<file path="src/hw/rtl/ipv4hc_pkg.sv">
// ----------------------------------------------------------------------------
// ipv4hc_pkg: shared constants for the IPv4 receive header checker
// Status codes, header word positions and field widths.
// ----------------------------------------------------------------------------
package ipv4hc_pkg;

    localparam int WORD_W   = 16;
    localparam int IDX_W    = 5;
    localparam int IHL_W    = 4;
    localparam int HBYTES_W = 6;
    localparam int STATUS_W = 3;

    // result status codes, in priority order of the faults
    localparam logic [STATUS_W-1:0] STATUS_ACCEPTED  = 3'd0;
    localparam logic [STATUS_W-1:0] STATUS_IHL_SHORT = 3'd1;
    localparam logic [STATUS_W-1:0] STATUS_BAD_CSUM  = 3'd2;
    localparam logic [STATUS_W-1:0] STATUS_LEN_SHORT = 3'd3;
    localparam logic [STATUS_W-1:0] STATUS_NOT_LOCAL = 3'd4;

    // header word positions
    localparam logic [IDX_W-1:0] WIDX_TOTAL_LEN = 5'd1;
    localparam logic [IDX_W-1:0] WIDX_PROTO     = 5'd4;
    localparam logic [IDX_W-1:0] WIDX_CHECKSUM  = 5'd5;
    localparam logic [IDX_W-1:0] WIDX_SRC_HI    = 5'd6;
    localparam logic [IDX_W-1:0] WIDX_SRC_LO    = 5'd7;
    localparam logic [IDX_W-1:0] WIDX_DST_HI    = 5'd8;
    localparam logic [IDX_W-1:0] WIDX_DST_LO    = 5'd9;

    localparam logic [IHL_W-1:0] IHL_MIN        = 4'd5;
    localparam logic [7:0]       PROTO_ICMP     = 8'd1;
    localparam logic [31:0]      BROADCAST_ADDR = 32'hFFFF_FFFF;

endpackage

</file>
<file path="src/hw/rtl/ipv4_rx_header_checker_unit.sv">
// ----------------------------------------------------------------------------
// ipv4_rx_header_checker_unit: IPv4 receive header checker
// Output: a result beat is registered and valid in the cycle after the last header beat is taken.
// Throughput: one header word per cycle; a header is IHL*2 words (only its first
// word when IHL is below five), and a waiting result only holds the input while
// m_tready is low.
// Reset: aresetn (sync, active low) clears the word tracking, the output valid
// and local_address; header field and result registers are left as they are.
// ----------------------------------------------------------------------------
module ipv4_rx_header_checker_unit (
    input  logic        aclk,
    input  logic        aresetn,
    // configuration: local IPv4 address
    input  logic        cfg_wr_en,
    input  logic [31:0] cfg_wr_data,
    // header word beats
    input  logic        s_tvalid,
    output logic        s_tready,
    input  logic [15:0] s_tdata,   // [15:0] header_word
    input  logic [0:0]  s_tuser,   // [0] first_word
    // result beats
    output logic        m_tvalid,
    input  logic        m_tready,
    output logic [63:0] m_tdata,   // [7:0] protocol, [39:8] source_address,
                                   // [45:40] header_bytes, [61:46] payload_length,
                                   // [63:62] zero
    output logic [3:0]  m_tuser    // [2:0] status, [3] deliver_icmp
);

    // ------------------------------------------------------------------
    // Registers
    // ------------------------------------------------------------------
    logic [31:0]                      local_addr_reg;

    logic                             in_header_reg, in_header_next;
    logic [ipv4hc_pkg::IDX_W-1:0]     word_idx_reg, word_idx_next;
    logic [ipv4hc_pkg::IHL_W-1:0]     ihl_reg, ihl_next;
    // ones' complement sum, checksum word left out, carries folded back on every added word
    logic [15:0]                      sum_reg, sum_next;
    logic [15:0]                      csum_reg, csum_next;
    logic [15:0]                      tlen_reg, tlen_next;
    logic [7:0]                       proto_reg, proto_next;
    logic [31:0]                      src_reg, src_next;
    logic [31:0]                      dst_reg, dst_next;

    logic                             m_valid_reg;
    logic [ipv4hc_pkg::STATUS_W-1:0]  status_reg, status_next;
    logic [7:0]                       res_proto_reg, res_proto_next;
    logic [31:0]                      res_src_reg, res_src_next;
    logic [ipv4hc_pkg::HBYTES_W-1:0]  hbytes_reg, hbytes_next;
    logic [15:0]                      payload_reg, payload_next;
    logic                             icmp_reg, icmp_next;

    // ------------------------------------------------------------------
    // Beat decode
    // ------------------------------------------------------------------
    logic                             beat;
    logic                             first;
    logic                             active;
    logic                             ihl_short;
    logic                             last_word;
    logic                             emit;
    logic [ipv4hc_pkg::IDX_W-1:0]     idx;
    logic [ipv4hc_pkg::IHL_W-1:0]     ihl_cur;
    logic [15:0]                      sum_base;
    logic [16:0]                      sum_add;
    logic [15:0]                      sum_fold;
    logic [ipv4hc_pkg::HBYTES_W-1:0]  hbytes;
    logic                             short_len;
    logic                             csum_bad;
    logic                             addr_miss;

    // output stage takes a new result whenever it is empty or draining
    assign s_tready = !m_valid_reg || m_tready;
    assign beat     = s_tvalid && s_tready;
    assign first    = s_tuser[0];
    assign active   = first || in_header_reg;

    assign idx       = first ? '0 : word_idx_reg;
    assign ihl_cur   = first ? s_tdata[11:8] : ihl_reg;
    assign ihl_short = first && (s_tdata[11:8] < ipv4hc_pkg::IHL_MIN);
    // last header word is IHL*2-1
    assign last_word = ({1'b0, idx} + 6'd1) >= {1'b0, ihl_cur, 1'b0};
    assign hbytes    = {ihl_cur, 2'b00};

    // end-around carry add of this word
    assign sum_base = first ? '0 : sum_reg;
    assign sum_add  = {1'b0, sum_base} + {1'b0, s_tdata};
    assign sum_fold = sum_add[15:0] + {15'd0, sum_add[16]};

    always_comb begin
        ihl_next  = ihl_cur;
        sum_next  = (idx == ipv4hc_pkg::WIDX_CHECKSUM) ? sum_base : sum_fold;
        csum_next = csum_reg;
        tlen_next = tlen_reg;
        proto_next = proto_reg;
        src_next  = src_reg;
        dst_next  = dst_reg;
        case (idx)
            ipv4hc_pkg::WIDX_TOTAL_LEN: tlen_next       = s_tdata;
            ipv4hc_pkg::WIDX_PROTO:     proto_next      = s_tdata[7:0];
            ipv4hc_pkg::WIDX_CHECKSUM:  csum_next       = s_tdata;
            ipv4hc_pkg::WIDX_SRC_HI:    src_next[31:16] = s_tdata;
            ipv4hc_pkg::WIDX_SRC_LO:    src_next[15:0]  = s_tdata;
            ipv4hc_pkg::WIDX_DST_HI:    dst_next[31:16] = s_tdata;
            ipv4hc_pkg::WIDX_DST_LO:    dst_next[15:0]  = s_tdata;
            default: ;
        endcase
    end

    // ------------------------------------------------------------------
    // Classification on the last word
    // ------------------------------------------------------------------
    assign short_len = tlen_next < {10'd0, hbytes};
    assign csum_bad  = (~sum_next) != csum_next;
    assign addr_miss = (dst_next != local_addr_reg) &&
                       (dst_next != ipv4hc_pkg::BROADCAST_ADDR);
    assign emit      = beat && active && (ihl_short || last_word);

    always_comb begin
        status_next    = ipv4hc_pkg::STATUS_ACCEPTED;
        res_proto_next = proto_next;
        res_src_next   = src_next;
        hbytes_next    = hbytes;
        payload_next   = short_len ? 16'd0 : (tlen_next - {10'd0, hbytes});
        if (ihl_short) begin
            status_next    = ipv4hc_pkg::STATUS_IHL_SHORT;
            res_proto_next = '0;
            res_src_next   = '0;
            payload_next   = '0;
        end else if (csum_bad) begin
            status_next = ipv4hc_pkg::STATUS_BAD_CSUM;
        end else if (short_len) begin
            status_next = ipv4hc_pkg::STATUS_LEN_SHORT;
        end else if (addr_miss) begin
            status_next = ipv4hc_pkg::STATUS_NOT_LOCAL;
        end
        icmp_next = (status_next == ipv4hc_pkg::STATUS_ACCEPTED) &&
                    (res_proto_next == ipv4hc_pkg::PROTO_ICMP);
    end

    // word tracking
    always_comb begin
        in_header_next = in_header_reg;
        word_idx_next  = word_idx_reg;
        if (beat && active) begin
            if (ihl_short || last_word) begin
                in_header_next = 1'b0;
                word_idx_next  = '0;
            end else begin
                in_header_next = 1'b1;
                word_idx_next  = idx + 5'd1;
            end
        end
    end

    // ------------------------------------------------------------------
    // Control registers
    // ------------------------------------------------------------------
    always_ff @(posedge aclk) begin
        if (!aresetn) begin
            local_addr_reg <= '0;
            in_header_reg  <= 1'b0;
            word_idx_reg   <= '0;
            m_valid_reg    <= 1'b0;
        end else begin
            if (cfg_wr_en) begin
                local_addr_reg <= cfg_wr_data;
            end
            in_header_reg <= in_header_next;
            word_idx_reg  <= word_idx_next;
            if (emit) begin
                m_valid_reg <= 1'b1;
            end else if (m_tready) begin
                m_valid_reg <= 1'b0;
            end
        end
    end

    // ------------------------------------------------------------------
    // Header fields and result payload
    // ------------------------------------------------------------------
    always_ff @(posedge aclk) begin
        if (beat && active) begin
            ihl_reg   <= ihl_next;
            sum_reg   <= sum_next;
            csum_reg  <= csum_next;
            tlen_reg  <= tlen_next;
            proto_reg <= proto_next;
            src_reg   <= src_next;
            dst_reg   <= dst_next;
        end
        if (emit) begin
            status_reg    <= status_next;
            res_proto_reg <= res_proto_next;
            res_src_reg   <= res_src_next;
            hbytes_reg    <= hbytes_next;
            payload_reg   <= payload_next;
            icmp_reg      <= icmp_next;
        end
    end

    assign m_tvalid = m_valid_reg;
    assign m_tdata  = {2'b00, payload_reg, hbytes_reg, res_src_reg, res_proto_reg};
    assign m_tuser  = {icmp_reg, status_reg};

endmodule

</file>
<file path="config.mk">
export PLATFORM = sky130hd
export DESIGN_NAME = ipv4_rx_header_checker_unit
export DESIGN_NICKNAME = d
export VERILOG_FILES = /design/src/hw/rtl/ipv4hc_pkg.sv /design/src/hw/rtl/ipv4_rx_header_checker_unit.sv
export SDC_FILE = /design/constraint.sdc
export NUM_CORES = 1
export LEC_CHECK = 0
export BUFFER_PORTS_ARGS = -buffer_cell sky130_fd_sc_hd__buf_2
export CELL_PAD_IN_SITES_DETAIL_PLACEMENT = 1
export CELL_PAD_IN_SITES_GLOBAL_PLACEMENT = 1
export CORE_MARGIN = 2
export CORE_UTILIZATION = 52
export CTS_CLUSTER_DIAMETER = 120
export DETAILED_ROUTE_END_ITERATION = 6
export PLACE_DENSITY = 0.95
export SLEW_MARGIN = 5
export SYNTH_ARGS = -nofsm -noshare
export SYNTH_HDL_FRONTEND = slang
export SYNTH_SLANG_ARGS = --single-unit
</file>
<file path="constraint.sdc">
create_clock -name aclk -period 19.97 [get_ports aclk]
set_clock_uncertainty 0.2 [all_clocks]
set_input_delay 2.9955 -clock aclk [delete_from_list [all_inputs] [get_ports aclk]]
set_output_delay 2.9955 -clock aclk [all_outputs]
set_load 0.05 [all_outputs]
</file>
==> summary.txt <==
Routing
  • DR vias/cell: 6.12
  • Final ANT Viol Nets: 0
  • Pre-antenna DRT Iters: 5
  • DR WL/cell: 24.9 microns
  • Vias: 8830
  • Drt drc: 0
  • Wirelength, routed: 35.9 mm
  • Initial drt markers: 643

Clock network
  • Deepest clock path buffer count: 3
  • CTS buffer count: 26
  • CTS sink cnt: 227
  • Clock Pin Slew Worst Setup and Hold Paths: 0.06 ns
  • Total setup buffers inserted after CTS: 0
  • CTS tree: yes
  • Latest clock arrival within the worst-skew pair: 0.55 ns
  • CTS root buf: clkbuf_16
  • Post-CTS sizing: 0
  • Hold-fix buffers, CTS: 0
  • H-Tree Depth: 1

Synth
  • Post-synthesis compound-gate area fraction: 0.0665
  • Synth cell types: 88
  • Syn Area/Cell: 11.7 sq um
  • Mapped Cells: 1032
  • Yosys warning count: 0
  • Syn Std Cell Area: 0.0121 sq mm
  • Sequential area share after synthesis: 0.532
  • Mux share of post-synthesis cell area: 0.105
  • Adder-cell share of the synthesized area: 0.0344
  • Largest family of logic cells by synthesized area: simple AND/OR/NAND/NOR gates
  • Number of flops mapped to enable cells by yosys: 188
  • XOR/XNOR share of the synthesized area: 0.0707
  • Synth Register Bits: 227
  • Most used DFF post-synth: edfxtp_1
  • Post-synthesis simple-gate area fraction: 0.150
  • Async set-reset flop share out of synthesis: 0

Floorplanning
  • # rows: 55
  • Die width: 156 microns
  • Initial Utilization: 0.532
  • Chip Height: 156 microns
  • IO Count: 124
  • Core Region: 0.0227 sq mm
  • DIE AREA: 0.0245 sq mm

STA
  • Setup repair after global routing missed its margin: no
  • Min Clock Period, post-route: 8.74 ns
  • Setup_tns: 0 ns
  • Hold Vio Cnt, Final: 0
  • Fmax achieved: 114 MHz
  • Period utilization: 0.437
  • Slew HR: 0.206
  • Fin. max-slew vios: 0
  • Final setup viols: 0
  • Tightest Pin Transition: 1.19 ns

Global route
  • Grt ovf: 0
  • GRT Resource Usage Total: 0.300
  • Antenna violations before repair: 0
  • Vias in the first global route: 9426
  • First-pass GRT wire length: 55.4 mm
  • Largest net degree at the start of global routing: 90

Place
  • Routability congestion estimate: 0.888
  • Post-DP Area: 0.0128 sq mm
  • Port Buffers: 119
  • Post-DP HPWL: 23.7 mm

Run
  • Max-Cap Viols: 0

Power and ir drop
  • Clock network fraction of total power: 0.377
  • Net Sw Frac: 0.277
  • P_int: 885 uW
  • P_leak: 5.75 nW
  • Net Sw Power: 339 uW
  • Pwr Density: 89.6 mW/mm^2
  • Sequential share of power: 0.455
  • Max IR drop VDD: 0.0591 mV
  • Combinational share of power: 0.167

Finish
  • Ratio of cells with drive above 1 in the final layout: 0.201
  • Ant diodes: 0
  • Most frequent cells in the layout: 188 x edfxtp_1, 119 x buf_2, 80 x nand2_1
  • Layout Nets: 1223
  • Number of fill cells in the layout: 2379
  • Most common cell after layout, fill and taps aside: edfxtp_1
  • Design Area, Final: 0.0137 sq mm
  • Synth-to-layout area growth: 13.1%

Worst hold path
  • Hold Crit Class: reg -> reg

Critical path
  • Crit end category: flip-flop
  • Setup CP Type: in -> reg
  • Max FO, Critical Path: 35
  • Worst EP arrival: 8.92 ns
  • Startpoint types: input port
  • Crit path required time: 20.16 ns

Status
  • Status: completed
-- metal layers --
| metal | track usage | share of wire | vias to the layer above |
|---|---|---|---|
| met5 | 0 | 0 | - |
| met4 | 0.150 | 0.051 | 0 |
| met3 | 0.0551 | 0.078 | 119 |
| met2 | 0.508 | 0.49 | 445 |
| met1 | 0.369 | 0.38 | 4368 |
| li1 | - | - | 3898 |
-- power groups by stage --
stage	sequential [mW]	clock [mW]	combinational (mW)
floorplan	0.576	0	0.128
global placement	0.564	0	0.181
detailed placement	0.566	0	0.195
CTS	0.557	0.467	0.201
global route	0.559	0.484	0.219
finish	0.557	0.462	0.205
-- worst paths after layout --
kind	start	end	slack, ns	depth (start not counted)
worst max-delay path	s_tuser	icmp_reg	11.23	23
worst min-delay path	in_header_reg	in_header_reg	0.28	2
worst max register to register	sum_reg[0]	icmp_reg	13.69	22
worst min register to register	in_header_reg	in_header_reg	0.28	2
-- worst max-delay path, stage by stage --
cell and delay (ns):
buf_2 0.34, nor2b_1 0.31, ha_1 0.27, inv_1 0.08
fa_1 0.43, and2b_4 0.31, o2111ai_1 0.17, a21oi_1 0.28
or2_1 0.18, o31a_1 0.24, a21o_1 0.14, a21o_1 0.14
ha_1 0.18, nand3_1 0.14, or3_4 0.44, nand3b_1 0.21
nor4b_2 0.42, nand2_1 0.18, xnor2_1 0.19, o21ai_0 0.24
o2111ai_1 0.29, o41a_1 0.54, nor3_2 0.19
-- stage by stage --
stage	total power, mW	std cells	worst slack [ns]	hold slack (ns)	utilization
after floorplan	0.704	1035	11.07	0.240	-
after global placement	0.745	1394	11.35	0.254	0.565
after detailed placement	0.761	1394	10.90	0.268	0.565
after CTS	1.23	1442	11.37	0.279	0.602
after global routing	1.26	1442	11.04	0.299	0.602
final	1.22	1442	11.23	0.276	0.602
-- synthesized netlist by cell type (8+ instances only) --
library cell | instances | area share
clkbuf_1 | 32 | 0.0099
inv_1 | 64 | 0.020
nor2b_1 | 49 | 0.025
a21boi_0 | 8 | 0.0050
nor2_1 | 51 | 0.016
nor3_1 | 13 | 0.0054
nand2_1 | 80 | 0.025
nand4_1 | 13 | 0.0067
nand2b_1 | 10 | 0.0052
dfxtp_1 | 39 | 0.065
mux2_2 | 42 | 0.039
ha_1 | 30 | 0.031
o21ai_0 | 30 | 0.012
and2_1 | 39 | 0.020
xnor2_1 | 46 | 0.033
a21oi_1 | 20 | 0.0083
nand3_1 | 17 | 0.0070
mux2i_1 | 78 | 0.065
xor2_1 | 40 | 0.029
edfxtp_1 | 188 | 0.47
nor4_1 | 15 | 0.0078
-- layout make-up --
class                           instances  area [sq um]  share of cell area
Inverter                               64           243              0.0178
Sequential cell                       227          6430               0.470
Multi-Input combinational cell        694          5180               0.379
Timing Repair Buffer                  124           633              0.0463
Tap cell                              285           357              0.0261
Clock buffer                           33           718              0.0526
Clock inverter                         15           104             0.00760
-- cell families after synthesis --
logic type,count (synthesis)
AO/OA/AOI/OAI,112
XOR/XNOR,91
adder cells (fa/ha/maj),32
buffers and inverters,114
flip-flops,227
multiplexers,121
other,1
AND/OR/NAND/NOR,334
(Power assumes the default switching activity.)
